`src/rtl/cdte_pkg.sv`:
```
// Shared types, constants and the month table for the civil date to epoch pipeline.
// No dependencies; imported by every module of the block.
`timescale 1ns / 1ps
`default_nettype none

package cdte_pkg;

   typedef enum logic [1:0] {
      STATUS_OK    = 2'd0,
      STATUS_FIELD = 2'd1,
      STATUS_RANGE = 2'd2
   } status_type;

   // Control flags that ride alongside the datapath
   typedef struct packed {
      logic date_only;
      logic bad_field;
      logic before_epoch;   // January or February of year 0: day count below zero
   } cdte_ctl_type;

   localparam int unsigned YEAR_W  = 14;
   localparam int unsigned FIELD_W = 7;
   localparam int unsigned DOY_W   = 9;    // day of March-based year, 0..367
   localparam int unsigned TADJ_W  = 22;   // signed time-of-day plus offsets
   localparam int unsigned Y365_W  = 23;
   localparam int unsigned DAYS_W  = 25;   // signed day count
   localparam int unsigned PROD_W  = 40;   // day count times seconds per day
   localparam int unsigned LOCAL_W = 42;   // signed local seconds

   localparam logic [16:0] SECS_PER_DAY    = 17'd86400;
   localparam logic [19:0] EPOCH_DAY_SHIFT = 20'd719468;
   // floor(y / 100) == (y * 5243) >> 19 for every y below 2^14
   localparam logic [12:0] RECIP_100       = 13'd5243;
   localparam int unsigned RECIP_SHIFT     = 19;

   // Days before the first of the month, counted from the first of March
   function automatic logic [DOY_W-1:0] month_start(input logic [FIELD_W-1:0] mon);
      logic [DOY_W-1:0] res;
      unique case (mon)
         7'd3:    res = 9'd0;
         7'd4:    res = 9'd31;
         7'd5:    res = 9'd61;
         7'd6:    res = 9'd92;
         7'd7:    res = 9'd122;
         7'd8:    res = 9'd153;
         7'd9:    res = 9'd184;
         7'd10:   res = 9'd214;
         7'd11:   res = 9'd245;
         7'd12:   res = 9'd275;
         7'd1:    res = 9'd306;
         7'd2:    res = 9'd337;
         default: res = 9'd0;
      endcase
      return res;
   endfunction

endpackage

`default_nettype wire

```
`src/rtl/cdte_front.sv`:
```
// First stage: field checks, March-based year, day of year and time adjustment.
// Depends on cdte_pkg.
`timescale 1ns / 1ps
`default_nettype none

module cdte_front
   import cdte_pkg::*;
(
   input  wire logic                      clock,
   input  wire logic                      reset,
   input  wire logic                      in_valid,
   output logic                           in_ready,
   input  wire logic                      date_only,
   input  wire logic [YEAR_W-1:0]         year,
   input  wire logic [FIELD_W-1:0]        month,
   input  wire logic [FIELD_W-1:0]        day,
   input  wire logic [FIELD_W-1:0]        hour,
   input  wire logic [FIELD_W-1:0]        minute,
   input  wire logic [FIELD_W-1:0]        second,
   input  wire logic                      offset_present,
   input  wire logic                      offset_negative,
   input  wire logic [FIELD_W-1:0]        offset_hours,
   input  wire logic [FIELD_W-1:0]        offset_mins,
   input  wire logic signed [11:0]        zone_minutes,
   output logic                           out_valid,
   input  wire logic                      out_ready,
   output cdte_ctl_type                   out_ctl,
   output logic [YEAR_W-1:0]              out_year,
   output logic [DOY_W-1:0]               out_doy,
   output logic signed [TADJ_W-1:0]       out_tadj
);

   logic                      valid_ff;
   logic                      en;
   cdte_ctl_type              ctl_ff, ctl_in;
   logic [YEAR_W-1:0]         year_ff, year_in;
   logic [DOY_W-1:0]          doy_ff, doy_in;
   logic signed [TADJ_W-1:0]  tadj_ff, tadj_in;

   logic                      early;
   logic [18:0]               tod;
   logic [18:0]               sfx;
   logic signed [TADJ_W-1:0]  zone_secs;
   logic signed [TADJ_W-1:0]  sfx_term;

   assign en       = !valid_ff || out_ready;
   assign in_ready = en;

   always_comb begin
      early = (month <= 7'd2);
      ctl_in.date_only    = date_only;
      ctl_in.bad_field    = (month < 7'd1) || (month > 7'd12) || (day < 7'd1) ||
                            (day > 7'd31) ||
                            (!date_only && ((hour > 7'd23) || (minute > 7'd59) ||
                                            (second > 7'd60)));
      ctl_in.before_epoch = early && (year == '0);

      year_in = (early && (year != '0)) ? year - 14'd1 : year;
      doy_in  = month_start(month) + {2'b00, day} - 9'd1;

      tod = 19'(hour) * 19'd3600 + 19'(minute) * 19'd60 + 19'(second);
      sfx = 19'(offset_hours) * 19'd3600 + 19'(offset_mins) * 19'd60;

      // suffix is subtracted: a minus sign adds its magnitude back
      if (!offset_present) begin
         sfx_term = '0;
      end else if (offset_negative) begin
         sfx_term = $signed({3'b000, sfx});
      end else begin
         sfx_term = -$signed({3'b000, sfx});
      end

      zone_secs = TADJ_W'(zone_minutes) * 22'sd60;
      tadj_in   = $signed({3'b000, tod}) + sfx_term + zone_secs;
   end

   always_ff @(posedge clock) begin
      if (reset) begin
         valid_ff <= 1'b0;
      end else if (en) begin
         valid_ff <= in_valid;
      end
   end

   always_ff @(posedge clock) begin
      if (en) begin
         ctl_ff  <= ctl_in;
         year_ff <= year_in;
         doy_ff  <= doy_in;
         tadj_ff <= tadj_in;
      end
   end

   assign out_valid = valid_ff;
   assign out_ctl   = ctl_ff;
   assign out_year  = year_ff;
   assign out_doy   = doy_ff;
   assign out_tadj  = tadj_ff;

endmodule

`default_nettype wire

```
`src/rtl/cdte_days.sv`:
```
// Second and third stages: year products by constant, then the day count from epoch.
// Depends on cdte_pkg.
`timescale 1ns / 1ps
`default_nettype none

module cdte_days
   import cdte_pkg::*;
(
   input  wire logic                      clock,
   input  wire logic                      reset,
   input  wire logic                      in_valid,
   output logic                           in_ready,
   input  wire cdte_ctl_type              in_ctl,
   input  wire logic [YEAR_W-1:0]         in_year,
   input  wire logic [DOY_W-1:0]          in_doy,
   input  wire logic signed [TADJ_W-1:0]  in_tadj,
   output logic                           out_valid,
   input  wire logic                      out_ready,
   output cdte_ctl_type                   out_ctl,
   output logic [DAYS_W-1:0]              out_days,
   output logic signed [TADJ_W-1:0]       out_tadj
);

   // stage A: 365*y, y/4, y/100
   logic                      va_ff;
   logic                      en_a;
   cdte_ctl_type              ctl_a_ff;
   logic signed [TADJ_W-1:0]  tadj_a_ff;
   logic [DOY_W-1:0]          doy_a_ff;
   logic [Y365_W-1:0]         y365_ff, y365_in;
   logic [11:0]               y4_ff, y4_in;
   logic [7:0]                q100_ff, q100_in;
   logic [26:0]               prod100;

   // stage B: day count
   logic                      vb_ff;
   logic                      en_b;
   cdte_ctl_type              ctl_b_ff;
   logic signed [TADJ_W-1:0]  tadj_b_ff;
   logic [DAYS_W-1:0]         days_ff, days_in;

   assign en_b     = !vb_ff || out_ready;
   assign en_a     = !va_ff || en_b;
   assign in_ready = en_a;

   always_comb begin
      prod100 = 27'(in_year) * 27'(RECIP_100);
      q100_in = prod100[RECIP_SHIFT +: 8];
      y4_in   = in_year[YEAR_W-1:2];
      y365_in = Y365_W'(in_year) * 23'd365;
   end

   // y/400 is taken as (y/100)/4; wraps to a two's complement count
   assign days_in = DAYS_W'(y365_ff) + DAYS_W'(y4_ff) - DAYS_W'(q100_ff) +
                    DAYS_W'(q100_ff[7:2]) + DAYS_W'(doy_a_ff) - DAYS_W'(EPOCH_DAY_SHIFT);

   always_ff @(posedge clock) begin
      if (reset) begin
         va_ff <= 1'b0;
         vb_ff <= 1'b0;
      end else begin
         if (en_a) begin
            va_ff <= in_valid;
         end
         if (en_b) begin
            vb_ff <= va_ff;
         end
      end
   end

   always_ff @(posedge clock) begin
      if (en_a) begin
         ctl_a_ff  <= in_ctl;
         tadj_a_ff <= in_tadj;
         doy_a_ff  <= in_doy;
         y365_ff   <= y365_in;
         y4_ff     <= y4_in;
         q100_ff   <= q100_in;
      end
      if (en_b) begin
         ctl_b_ff  <= ctl_a_ff;
         tadj_b_ff <= tadj_a_ff;
         days_ff   <= days_in;
      end
   end

   assign out_valid = vb_ff;
   assign out_ctl   = ctl_b_ff;
   assign out_days  = days_ff;
   assign out_tadj  = tadj_b_ff;

endmodule

`default_nettype wire

```
`src/rtl/cdte_scale.sv`:
```
// Fourth and fifth stages: days to seconds, time adjustment, range check, result word.
// Depends on cdte_pkg.
`timescale 1ns / 1ps
`default_nettype none

module cdte_scale
   import cdte_pkg::*;
(
   input  wire logic                      clock,
   input  wire logic                      reset,
   input  wire logic                      in_valid,
   output logic                           in_ready,
   input  wire cdte_ctl_type              in_ctl,
   input  wire logic [DAYS_W-1:0]         in_days,
   input  wire logic signed [TADJ_W-1:0]  in_tadj,
   output logic                           out_valid,
   input  wire logic                      out_stall,
   output logic [31:0]                    out_epoch,
   output status_type                     out_status
);

   // stage A: multiply
   logic                      va_ff;
   logic                      en_a;
   cdte_ctl_type              ctl_a_ff;
   logic signed [TADJ_W-1:0]  tadj_a_ff;
   logic                      neg_ff, neg_in;
   logic [PROD_W-1:0]         prod_ff, prod_in;

   // stage B: output register
   logic                      vb_ff;
   logic                      en_b;
   logic [31:0]               epoch_ff, epoch_in;
   status_type                status_ff, status_in;
   logic signed [LOCAL_W-1:0] local_secs;

   assign en_b     = !vb_ff || !out_stall;
   assign en_a     = !va_ff || en_b;
   assign in_ready = en_a;

   assign neg_in  = in_ctl.before_epoch || in_days[DAYS_W-1];
   assign prod_in = PROD_W'(in_days[Y365_W-1:0]) * PROD_W'(SECS_PER_DAY);

   always_comb begin
      local_secs = $signed({2'b00, prod_ff}) + LOCAL_W'(tadj_a_ff);
      epoch_in   = '0;
      priority if (ctl_a_ff.bad_field) begin
         status_in = STATUS_FIELD;
      end else if (neg_ff) begin
         status_in = STATUS_RANGE;
      end else if (ctl_a_ff.date_only) begin
         status_in = STATUS_OK;
         epoch_in  = prod_ff[31:0];
      end else if (local_secs[LOCAL_W-1:32] != '0) begin
         status_in = STATUS_RANGE;
      end else begin
         status_in = STATUS_OK;
         epoch_in  = local_secs[31:0];
      end
   end

   always_ff @(posedge clock) begin
      if (reset) begin
         va_ff <= 1'b0;
         vb_ff <= 1'b0;
      end else begin
         if (en_a) begin
            va_ff <= in_valid;
         end
         if (en_b) begin
            vb_ff <= va_ff;
         end
      end
   end

   always_ff @(posedge clock) begin
      if (en_a) begin
         ctl_a_ff  <= in_ctl;
         tadj_a_ff <= in_tadj;
         neg_ff    <= neg_in;
         prod_ff   <= prod_in;
      end
      if (en_b) begin
         epoch_ff  <= epoch_in;
         status_ff <= status_in;
      end
   end

   assign out_valid  = vb_ff;
   assign out_epoch  = epoch_ff;
   assign out_status = status_ff;

endmodule

`default_nettype wire

```
`src/rtl/civil_datetime_to_epoch.sv`:
```
// Top level of the civil date and time to epoch seconds converter.
// Depends on cdte_pkg, cdte_front, cdte_days and cdte_scale.
//
// Usage
//   Request channel (req_*): one word carries parsed date and time fields.
//   A word is taken at a rising clock edge with req_valid high and req_stall low.
//   Response channel (rsp_*): one word per request, in order, carrying
//   rsp_epoch_seconds and rsp_status (ok, field out of range, out of range).
//   The receiver holds rsp_stall high to keep the current word in place.
//   csr_wr_en/csr_wr_data write the signed zone offset in minutes; write it
//   only while no request is in flight.
// Timing
//   Five register stages: checks, year products, day count, days times 86400,
//   range check into the output register. One word per cycle is sustained
//   while rsp_stall is low; the pacing unit is the 23 x 17 bit day-to-seconds
//   multiplier stage.
// Reset and stall
//   Synchronous reset empties the pipeline and clears the zone offset to zero.
//   A stall only holds stages that are full: empty stages keep filling, and
//   req_stall rises only once every stage holds a word behind a stalled output.
`timescale 1ns / 1ps
`default_nettype none

module civil_datetime_to_epoch
   import cdte_pkg::*;
(
   input  wire logic                 clock,
   input  wire logic                 reset,
   // configuration
   input  wire logic                 csr_wr_en,
   input  wire logic [11:0]          csr_wr_data,
   // request channel
   input  wire logic                 req_valid,
   output logic                      req_stall,
   input  wire logic                 req_date_only,
   input  wire logic [YEAR_W-1:0]    req_year,
   input  wire logic [FIELD_W-1:0]   req_month,
   input  wire logic [FIELD_W-1:0]   req_day,
   input  wire logic [FIELD_W-1:0]   req_hour,
   input  wire logic [FIELD_W-1:0]   req_minute,
   input  wire logic [FIELD_W-1:0]   req_second,
   input  wire logic                 req_offset_present,
   input  wire logic                 req_offset_negative,
   input  wire logic [FIELD_W-1:0]   req_offset_hours,
   input  wire logic [FIELD_W-1:0]   req_offset_mins,
   // response channel
   output logic                      rsp_valid,
   input  wire logic                 rsp_stall,
   output logic [31:0]               rsp_epoch_seconds,
   output logic [1:0]                rsp_status
);

   logic signed [11:0]        zone_ff;

   logic                      front_ready;
   logic                      front_valid;
   cdte_ctl_type              front_ctl;
   logic [YEAR_W-1:0]         front_year;
   logic [DOY_W-1:0]          front_doy;
   logic signed [TADJ_W-1:0]  front_tadj;

   logic                      days_ready;
   logic                      days_valid;
   cdte_ctl_type              days_ctl;
   logic [DAYS_W-1:0]         days_count;
   logic signed [TADJ_W-1:0]  days_tadj;

   logic                      scale_ready;
   status_type                status_word;

   // zone offset register, used as given for any 12-bit value
   always_ff @(posedge clock) begin
      if (reset) begin
         zone_ff <= '0;
      end else if (csr_wr_en) begin
         zone_ff <= $signed(csr_wr_data);
      end
   end

   assign req_stall = !front_ready;

   cdte_front u_front (
      .clock           (clock),
      .reset           (reset),
      .in_valid        (req_valid),
      .in_ready        (front_ready),
      .date_only       (req_date_only),
      .year            (req_year),
      .month           (req_month),
      .day             (req_day),
      .hour            (req_hour),
      .minute          (req_minute),
      .second          (req_second),
      .offset_present  (req_offset_present),
      .offset_negative (req_offset_negative),
      .offset_hours    (req_offset_hours),
      .offset_mins     (req_offset_mins),
      .zone_minutes    (zone_ff),
      .out_valid       (front_valid),
      .out_ready       (days_ready),
      .out_ctl         (front_ctl),
      .out_year        (front_year),
      .out_doy         (front_doy),
      .out_tadj        (front_tadj)
   );

   cdte_days u_days (
      .clock     (clock),
      .reset     (reset),
      .in_valid  (front_valid),
      .in_ready  (days_ready),
      .in_ctl    (front_ctl),
      .in_year   (front_year),
      .in_doy    (front_doy),
      .in_tadj   (front_tadj),
      .out_valid (days_valid),
      .out_ready (scale_ready),
      .out_ctl   (days_ctl),
      .out_days  (days_count),
      .out_tadj  (days_tadj)
   );

   cdte_scale u_scale (
      .clock      (clock),
      .reset      (reset),
      .in_valid   (days_valid),
      .in_ready   (scale_ready),
      .in_ctl     (days_ctl),
      .in_days    (days_count),
      .in_tadj    (days_tadj),
      .out_valid  (rsp_valid),
      .out_stall  (rsp_stall),
      .out_epoch  (rsp_epoch_seconds),
      .out_status (status_word)
   );

   assign rsp_status = status_word;

`ifndef NO_ASSERTIONS
   // any error word carries a zero epoch
   a_err_zero : assert property (@(posedge clock) disable iff (reset)
      (rsp_valid && (rsp_status != STATUS_OK)) |-> (rsp_epoch_seconds == '0))
      else $error("error word with non-zero epoch");

   // back-pressure only originates at a stalled, full output
   a_stall_src : assert property (@(posedge clock) disable iff (reset)
      req_stall |-> (rsp_valid && rsp_stall))
      else $error("request stalled without output stall");

   // reset empties the pipeline
   a_reset_empty : assert property (@(posedge clock)
      $past(reset) |-> !rsp_valid)
      else $error("response valid straight after reset");

   // zone register moves only on a write
   a_zone_hold : assert property (@(posedge clock) disable iff (reset)
      !$past(csr_wr_en) && !$past(reset) |-> $stable(zone_ff))
      else $error("zone offset changed without a write");
`endif

endmodule

`default_nettype wire

```
`config.mk`:
```
export PLATFORM = sky130hd
export DESIGN_NAME = civil_datetime_to_epoch
export DESIGN_NICKNAME = d
export VERILOG_FILES = /design/src/rtl/cdte_pkg.sv /design/src/rtl/cdte_front.sv /design/src/rtl/cdte_days.sv /design/src/rtl/cdte_scale.sv /design/src/rtl/civil_datetime_to_epoch.sv
export SDC_FILE = /design/constraint.sdc
export NUM_CORES = 1
export LEC_CHECK = 0
export BUFFER_PORTS_ARGS = -buffer_cell sky130_fd_sc_hd__clkbuf_2
export CAP_MARGIN = 0
export CORE_ASPECT_RATIO = 0.7
export CORE_MARGIN = 2
export CORE_UTILIZATION = 58
export CTS_CLUSTER_SIZE = 16
export DETAILED_ROUTE_END_ITERATION = 7
export PLACE_DENSITY = 0.78
export SYNTH_ARGS = -nofsm -noshare
export SYNTH_HDL_FRONTEND = slang
export SYNTH_SLANG_ARGS = --single-unit
```
`constraint.sdc`:
```
create_clock -name clock -period 7.4 [get_ports clock]
set_input_delay 0.74 -clock clock [delete_from_list [all_inputs] [get_ports clock]]
set_output_delay 0.74 -clock clock [all_outputs]
set_load 0.05 [all_outputs]
```
== Word-level counts from Yosys, hierarchy flattened ==
Memory sizes are Yosys's and may differ from the RTL's.
Index checks and enable logic that the tools add are counted.

* Add/sub/neg operators: 15
* $mul: 8
* Magnitude comparators: 8
* Muxes and demuxes: 9
* Reduce and logical (&&, ||, !) cells: 29

{| class="wikitable"
|+ Operators by type and width
! kind !! count
|-
| 32-bit two-way mux || 2
|-
| 22-bit two-way mux || 2
|-
| 41-bit by 22-bit adder with 42-bit output || 1
|-
| 19-bit by 13-bit adder with 19-bit output || 2
|-
| 23-bit by 10-bit multiplier with 33-bit output, second input constant || 1
|-
| 7-bit by 8-bit multiplier with 15-bit output, second input constant || 2
|-
| 14-bit by 13-bit multiplier with 27-bit output, second input constant || 1
|-
| 25-bit by 6-bit adder with 25-bit output || 1
|-
| 25-bit by 9-bit adder with 25-bit output || 1
|-
| 25-bit by 20-bit subtractor with 25-bit output, second input constant || 1
|-
| 25-bit by 8-bit subtractor with 25-bit output || 1
|-
| 23-bit by 12-bit adder with 24-bit output || 1
|-
| 14-bit by 9-bit multiplier with 23-bit output, second input constant || 1
|-
| 20-bit by 22-bit adder with 22-bit output || 1
|-
| 22-bit adder || 1
|-
| 7-bit by 4-bit multiplier with 11-bit output, second input constant || 2
|-
| 19-bit negation with 22-bit output || 1
|-
| 19-bit by 7-bit adder with 19-bit output || 1
|-
| 12-bit by 5-bit multiplier with 17-bit output, second input constant || 1
|-
| 7-bit by 5-bit greater-than comparator with 1-bit output, second input constant || 2
|-
| 7-bit by 6-bit greater-than comparator with 1-bit output, second input constant || 2
|-
| 14-bit zero test || 1
|-
| 7-bit by 1-bit < comparator with 1-bit output, second input constant || 2
|-
| 14-bit two-way mux || 1
|-
| other kinds (15) || 37
|}

* Register bits after elaboration: 284
* Memory bits (read-only): 144
* Bits of input ports: 83
* Output and inout bits: 36
* Word-level logic and storage cells: 103
* Memories kept: 1

{| class="wikitable"
|+ Memories
! name !! depth !! width !! read ports !! clocked after Yosys merged registers in !! write ports !! line !! RTL
|-
| (no name shown) || 16 || 9 || 1 || 0 || 0 || cdte_pkg.sv:39 || <nowiki>unique case (mon)</nowiki>
|}

== Depth between registers and ports, before layout ==
Gate-level depths: netlist of run 1.

* Depth after elaboration: 7
* Gate-level depth with buffers: 32
* Depth with buffers taken out: 32

== Modules after synthesis ==
A second synthesis of run 1 with hierarchy kept.

* Cell total of the unflattened synthesis: 2996
* Area, all modules: 30749.5 um^2

{| class="wikitable"
|+ By module, submodules not included
! module !! instances !! cells an instance !! area an instance (um^2) !! seq. area each (um^2)
|-
| cdte_days || 1 || 1000 || 11593.6 || 3853.7
|-
| cdte_front || 1 || 1054 || 9653.0 || 1461.4
|-
| cdte_scale || 1 || 903 || 9078.7 || 2802.7
|-
| civil_datetime_to_epoch || 1 || 39 || 424.2 || 240.2
|}

== Worst setup path before layout of run 1 ==
No wires, ideal clock.

* Path kind: input to register
* Start: in req_offset_mins[3]
* End: reg u_front.tadj_ff[21], in the netlist u_front.out_tadj[21], data pin
* Setup time: 0.258 ns
* Arrival time: 7.019 ns
* Setup slack: 0.123 ns
* Stages: 30
* Path through: inv_1 -> fa_1 -> fa_1 -> inv_1 -> ha_1 -> a21o_1 -> a21oi_1 -> xnor2_1 -> ha_1 -> a21oi_1 -> nand2_1 -> a21oi_1 -> xnor2_1 -> or3b_2 -> nor3_1 -> nor2_1 -> xnor2_1 -> nand2_1 -> fa_1 -> inv_1 -> ha_1 -> and3_1 -> a21oi_1 -> o21ai_0 -> o21ai_0 -> nand2b_1 -> a21o_1 -> a41o_1 -> o41a_1 -> xnor2_1

* Word-level cells in the longest chain between the ends: 7

{| class="wikitable"
|+ RTL lines
! item !! line !! RTL
|-
| start: declaration || civil_datetime_to_epoch.sv:45 || <nowiki>input wire logic [FIELD_W-1:0] req_offset_mins,</nowiki>
|-
| 7-bit by 4-bit multiplier with 11-bit output * || cdte_front.sv:62 || <nowiki>sfx = 19'(offset_hours) * 19'd3600 + 19'(offset_mins) * 19'd60;</nowiki>
|-
| 19-bit by 13-bit adder with 19-bit output * || cdte_front.sv:62 ||
|-
| 19-bit negation with 22-bit output || cdte_front.sv:70 || <nowiki>sfx_term = -$signed({3'b000, sfx});</nowiki>
|-
| 22-bit two-way mux * || cdte_front.sv:67 || <nowiki>end else if (offset_negative) begin</nowiki>
|-
| 22-bit two-way mux * || cdte_front.sv:65 || <nowiki>if (!offset_present) begin</nowiki>
|-
| 20-bit by 22-bit adder with 22-bit output * || cdte_front.sv:74 || <nowiki>tadj_in = $signed({3'b000, tod}) + sfx_term + zone_secs;</nowiki>
|-
| 22-bit adder * || cdte_front.sv:74 ||
|-
| via u_front.tadj_in[21] || cdte_front.sv:38 || <nowiki>logic signed [TADJ_W-1:0] tadj_ff, tadj_in;</nowiki>
|-
| end signal: assignment || cdte_front.sv:90 || <nowiki>tadj_ff <= tadj_in;</nowiki>
|-
| end: declaration || cdte_front.sv:38 ||
|}

Mark *: on every way through the listed nets, which the timed path passes. The rest lies on a longest branch.
A chain may end at the register's enable or synchronous reset.

== Final worst setup path of run 1 ==
* Start: in req_offset_mins[0]
* End: reg u_front.tadj_ff[21], in the netlist u_front.out_tadj[21], data pin

Same word-level chain as after synthesis.

==> results.cfg, run 1 <==
[status]
status = complete, no violations

[sta]
setup_viol_count_final = 0
tightest_slew_ps = 1030
relSlewSlack = 0.312
tns_ps = 0
share_of_the_clock_period_used_by_the_worst_path = 0.946
peak_clock_frequency_supported_by_timing_mhz = 143
finalMaxSlewViolations = 0
worst_clock_skew_ps = 28.2
hold_violations = 0
finalCriticalPeriod_ps = 7000

[clocking]
insertion_delay_ps = 600
clock_sinks = 283
cts_htree_levels = 1
clock-root-buffer = clkbuf_16
tritoncts.num_buffers = 30
clock_path_buffers = 3
cts_tree = yes
cts.reportedPaths.clkPinSlew_ps = 60
cts_hold_repair.buffers = 0

[worst_setup_path]
startpoint_type = primary input
setup.reg_to_reg.worst_slack_ps = 860
crit_path_leading_delay_family = adder cells
crit_top_cell = fa_1
timing.critical_path.slowest_cell_delay_ps = 560
critical_path_peak_fanout = 3
endpoint_arrival_time_on_the_critical_path_ps = 7350
critical_path.n_buffers_inverters = 6
worst_setup_path_end_kind = flop
critical_path_cell_count = 32
critical_path_required_ps = 7740
rr_worst_depth = 24
worstSetupPathType = in2reg
slowest_stage = fa_1

[finish]
num-nets-final = 3954
drive_above_1_share = 0.0927
mostFrequentLayoutCells = inv_1 (596), ha_1 (530), edfxtp_1 (266)
layout_commonest_cell = inv_1
area_delta_synth_final_pct = 8.86
layout.core_utilization = 0.637

[global_route]
leftover_overflow_at_the_end_of_global_routing = 0
grt_pass1_vias = 21753
antenna_found_initial = 2
track_usage = 0.247
grt_first_pass_wirelength_mm = 109
maximum_number_of_pins_on_one_net_before_global_route_repair = 79

[logic_synthesis]
syn_avg_cell_area_sq_um = 10.4
ys_ff_latch = 283
yosysWarnings = 0
synthArstFlopShare = 0
syn_area_sq_um = 30500
synth_largest_type_area_fraction = 0.262
post_synth_edffs = 266
synth_top_area_cell = edfxtp_1
synthCells = 2921
synth_flop_cell = edfxtp_1
ys_top_cells_by_area = edfxtp_1 (26%), ha_1 (22%), fa_1 (16%), inv_1 (7.4%), xnor2_1 (4.5%)
synthDistinctLibCells = 90
seq_area_frac_synth = 0.273
syn_nets = 3782

[detailed_routing]
drc = 0
ant_nets = 0
routed_wire_length_per_instance_um = 17.2
dr_total_vias = 20836
detailedRoute.firstPassIterationCount = 5
drt_iter0_drc = 1184
vias_per_cell = 5.48
drt-total-wl_mm = 65.5

[job]
cap_violations = 0

[hold_path]
hold_path_depth = 3
hold_path.class = in2reg

[floorplan]
fp.dieW_um = 278
die_h_um = 196
core_region_sq_um = 52000
io_pins = 119
start_util = 0.585
die_area_sq_um = 54400
fp-row-count = 70

[placement]
post-dp-hpwl_mm = 54.4
io_buffers = 118
finalWeightedCongestion = 0.937
## logic make-up (layout without fill, tap and decap cells)
kind of cell / Yosys count / after routing / synth area share
AO/OA/AOI/OAI: 504 / 504 / 0.112
XOR/XNOR: 242 / 242 / 0.0700
adder cells (fa/ha/maj): 778 / 778 / 0.381
buffers and inverters: 622 / 818 / 0.0794
flip-flops: 283 / 283 / 0.273
multiplexers: 22 / 22 / 0.00731
other: 0 / 1 / 0
AND/OR/NAND/NOR: 470 / 470 / 0.0772
## metrics by stage
stage	worst slack, ps	cells	hold WS [ps]	cell area [sq um]
2_1_floorplan	123	2921	400	30500
3_3_place_gp	-118	3744	401	32100
3_5_place_dp	-388	3744	405	32100
4_1_cts	230	3800	352	33100
5_1_grt	-3.36	3801	370	33200
6_report	397	3802	379	33200
## worst reg2reg max path: cells and delay by family (launching register included)
family,cells,cell delay (ps)
adders and majority gates,6,2400
AOI/OAI and AO/OA,7,1830
xor gates and xnor gates,2,760
and+or+nand+nor,5,540
DFF,1,450
buffers and inverters,4,300
## per-layer routing
metal | global-route usage | share of wire | up-vias
met1 | 0.358 | 0.49 | 10032
met2 | 0.396 | 0.44 | 457
met4 | 0.0470 | 0.017 | 0
li1 | - | - | 10264
met5 | 0 | 0 | -
met3 | 0.0397 | 0.054 | 83
## sequential cells by signal (all words and copies together) (netlist names), 2 cells and up
name and cells:
u_days.tadj_a_ff 22, u_days.out_tadj 22, u_scale.tadj_a_ff 22, u_front.out_doy 9, u_front.out_ctl 3, u_days.doy_a_ff 9, u_scale.ctl_a_ff 2, u_scale.out_epoch 32
u_days.ctl_a_ff 3, zone_ff 12, u_days.out_ctl 3, u_days.y365_ff 23, u_front.out_tadj 22, u_scale.out_status 2, u_days.out_days 24, u_front.out_year 14
u_days.y4_ff 12, u_days.q100_ff 8, u_scale.prod_ff 33
## final cells by class
cell class	instances	area, sq um
multi-input cells	2016	19800
fillers	4148	18900
flip-flops and latches	283	8330
inverters	597	2240
repair buffers	165	943
well taps	684	856
clock buffers	33	762
clock inverters	23	254
diodes	1	2.50
## final timing paths
kind | start | endpoint
worst min register to register | u_days.tadj_a_ff[9] | u_days.out_tadj[9]
worst max-delay path | req_offset_mins[0] | u_front.out_tadj[21]
worst min-delay path | req_valid | u_front.out_valid
worst max register to register | zone_ff[0] | u_front.out_tadj[21]
## synth_stat cells, types with 7 or more instances
cell / n
inv_1: 597
ha_1: 530
edfxtp_1: 266
fa_1: 248
xnor2_1: 156
a21oi_1: 151
nor2_1: 132
nand2_1: 104
xor2_1: 85
o21ai_0: 84
a21o_1: 58
nand3_1: 39
nor3_1: 33
nand2b_1: 31
o21bai_1: 31
o21a_1: 29
a22o_2: 22
and3_1: 22
mux2i_1: 20
nor2b_1: 18
and2_1: 17
dfxtp_1: 17
a211oi_1: 14
o211ai_1: 14
nand4_1: 12
nor4_1: 12
or2_2: 11
clkbuf_1: 10
or3_1: 10
a21boi_0: 7
buf_6: 7
o21ai_1: 7
## repair_timing
item	4_1_cts	5_1_grt
gates resized for setup	0	10
setup buffers	0	1
endpoints found under the setup margin	0	3
Power of run 1 is left out: the tool's default activity adds up to more than one toggle a clock period on the data nets, which glitch-free logic cannot reach.
==> run 2: changes to the inputs <==
--- a/config.mk
+++ b/config.mk
@@ -9,10 +9,11 @@
 export CAP_MARGIN = 0
 export CORE_ASPECT_RATIO = 0.7
 export CORE_MARGIN = 2
-export CORE_UTILIZATION = 58
+export CORE_UTILIZATION = 65
 export CTS_CLUSTER_SIZE = 16
 export DETAILED_ROUTE_END_ITERATION = 7
-export PLACE_DENSITY = 0.78
+export PLACE_DENSITY = 0.83
+export REMOVE_ABC_BUFFERS = 1
 export SYNTH_ARGS = -nofsm -noshare
 export SYNTH_HDL_FRONTEND = slang
 export SYNTH_SLANG_ARGS = --single-unit
==> constraint.sdc (replaced) <==
create_clock -name clock -period 6.7 [get_ports clock]
set_input_delay 0.67 -clock clock [delete_from_list [all_inputs] [get_ports clock]]
set_output_delay 0.67 -clock clock [all_outputs]
set_load 0.05 [all_outputs]
==> run 2 against run 1 <==
Via count rose by 3.8%. Clock-buffer cell count rose by 2. Setup slack got worse by 300 ps. Critical endpoint unchanged.
==> results.cfg, run 2 (same netlist as run 1, synthesis figures left out) <==
[detailed_routing]
vias_per_cell = 5.67
routed_wire_length_per_instance_um = 18.0
dr_total_vias = 21631
detailedRoute.firstPassIterationCount = 5
drt-total-wl_mm = 68.8
drc = 0
ant_nets = 0
drt_iter0_drc = 1485

[finish]
mostFrequentLayoutCells = inv_1 (594), ha_1 (525), edfxtp_1 (266)
insertedDiodeCount = 0
drive_above_1_share = 0.130
n_fill_cell = 3155
stdcell_area_sq_um = 33900
area_delta_synth_final_pct = 11.2
layout_commonest_cell = inv_1
num-nets-final = 4041
number_of_cells_in_the_finished_layout_apart_from_fillers = 3815
largest_register = u_scale.prod_ff
largest_register_ff_count = 33

[floorplan]
die_h_um = 185
die_area_sq_um = 48600
core_region_sq_um = 46300
fp-row-count = 66
io_pins = 119
start_util = 0.657
fp.dieW_um = 263

[sta]
finalCriticalPeriod_ps = 6600
setup_ws_ps = 96.1
rsz_0062_raised_after_global_routing = yes
tightest_slew_ps = 1100
relSlewSlack = 0.264
share_of_the_clock_period_used_by_the_worst_path = 0.986
finalMaxSlewViolations = 0
setup_viol_count_final = 0
hold_violations = 0
worst_clock_skew_ps = 39.2
peak_clock_frequency_supported_by_timing_mhz = 151

[global_route]
antenna_found_initial = 0
grt_met1_use = 0.410
leftover_overflow_at_the_end_of_global_routing = 0
grt.met3_usage = 0.0328
busiest_layer = met2
maximum_number_of_pins_on_one_net_before_global_route_repair = 79
grt.met2_usage = 0.488
grt_first_pass_wirelength_mm = 113
track_usage = 0.289
grt_pass1_vias = 22630

[clocking]
clock-root-buffer = clkbuf_16
cts.reportedPaths.clkPinSlew_ps = 70
clock_path_buffers = 3
cts_htree_levels = 1
cts_tree = yes
tritoncts.num_buffers = 29
cts_hold_repair.buffers = 0
insertion_delay_ps = 590
clock_sinks = 283

[placement]
number_of_instances_in_the_placed_design = 3750
post-dp-hpwl_mm = 55.9
placement.cell_area_sq_um = 32600
finalWeightedCongestion = 0.916
io_buffers = 118
setup_ws_pre_cts_ps = -851

[worst_setup_path]
critical_path_required_ps = 7050
worstSetupPathType = in2reg
startpoint_type = primary input
critical_path_peak_fanout = 3
endpoint_arrival_time_on_the_critical_path_ps = 6950
crit_top_cell = xnor2_1
worst_setup_path_end_kind = flop
timing.critical_path.slowest_cell_delay_ps = 560
slowest_stage = fa_1

[status]
status = complete, no violations

[job]
cap_violations = 0

[hold_path]
hold_path.class = in2reg
run 2: worst paths after layout:
check	start	to	slack [ps]	cells after the start
setup reg to reg	zone_ff[0]	u_front.out_tadj[20]	310	26
hold / removal	csr_wr_data[4]	zone_ff[4]	320	3
setup / recovery	req_offset_mins[2]	u_front.out_tadj[21]	100	32
hold reg to reg	u_days.out_ctl[1]	u_scale.ctl_a_ff[1]	400	0
run 2: critical path, delay by kind of cell:
family | cells | cell delay, ps
AOI/OAI and AO/OA | 10 | 1700
buffers and inverters | 6 | 560
adders and majority gates | 6 | 2480
and+or+nand+nor | 6 | 980
xor gates and xnor gates | 4 | 560
run 2: layout make-up:
class / count / area, sq um / share of cell area
multi-input cells: 2016 / 20000 / 0.590
flip-flops and latches: 283 / 8330 / 0.246
inverters: 597 / 2240 / 0.0662
repair buffers: 253 / 1630 / 0.0482
clock buffers: 35 / 768 / 0.0227
well taps: 612 / 766 / 0.0226
clock inverters: 19 / 138 / 0.00406
run 2: stage by stage:
| stage | util | TNS, ps | hold WS (ps) |
|---|---|---|---|
| global placement | 0.703 | -3130 | 401 |
| finish | 0.731 | 0 | 318 |
| floorplan | - | -845 | 400 |
| CTS | 0.724 | -5.75 | 294 |
| global route | 0.731 | -351 | 325 |
| detailed placement | 0.703 | -4200 | 405 |
run 2: metal layers:
layer  part of all wire  wire length (um)
met1               0.46             31800
met2               0.47             32100
met5                  0                 0
met4              0.015              1030
met3              0.055              3810
run 2: repair_timing:
item	CTS	global route
buffers inserted	1	10
resized for setup	13	65
pin swaps	5	59
endpoints found under the setup margin	4	6
Power of run 2 is left out for the same reason.
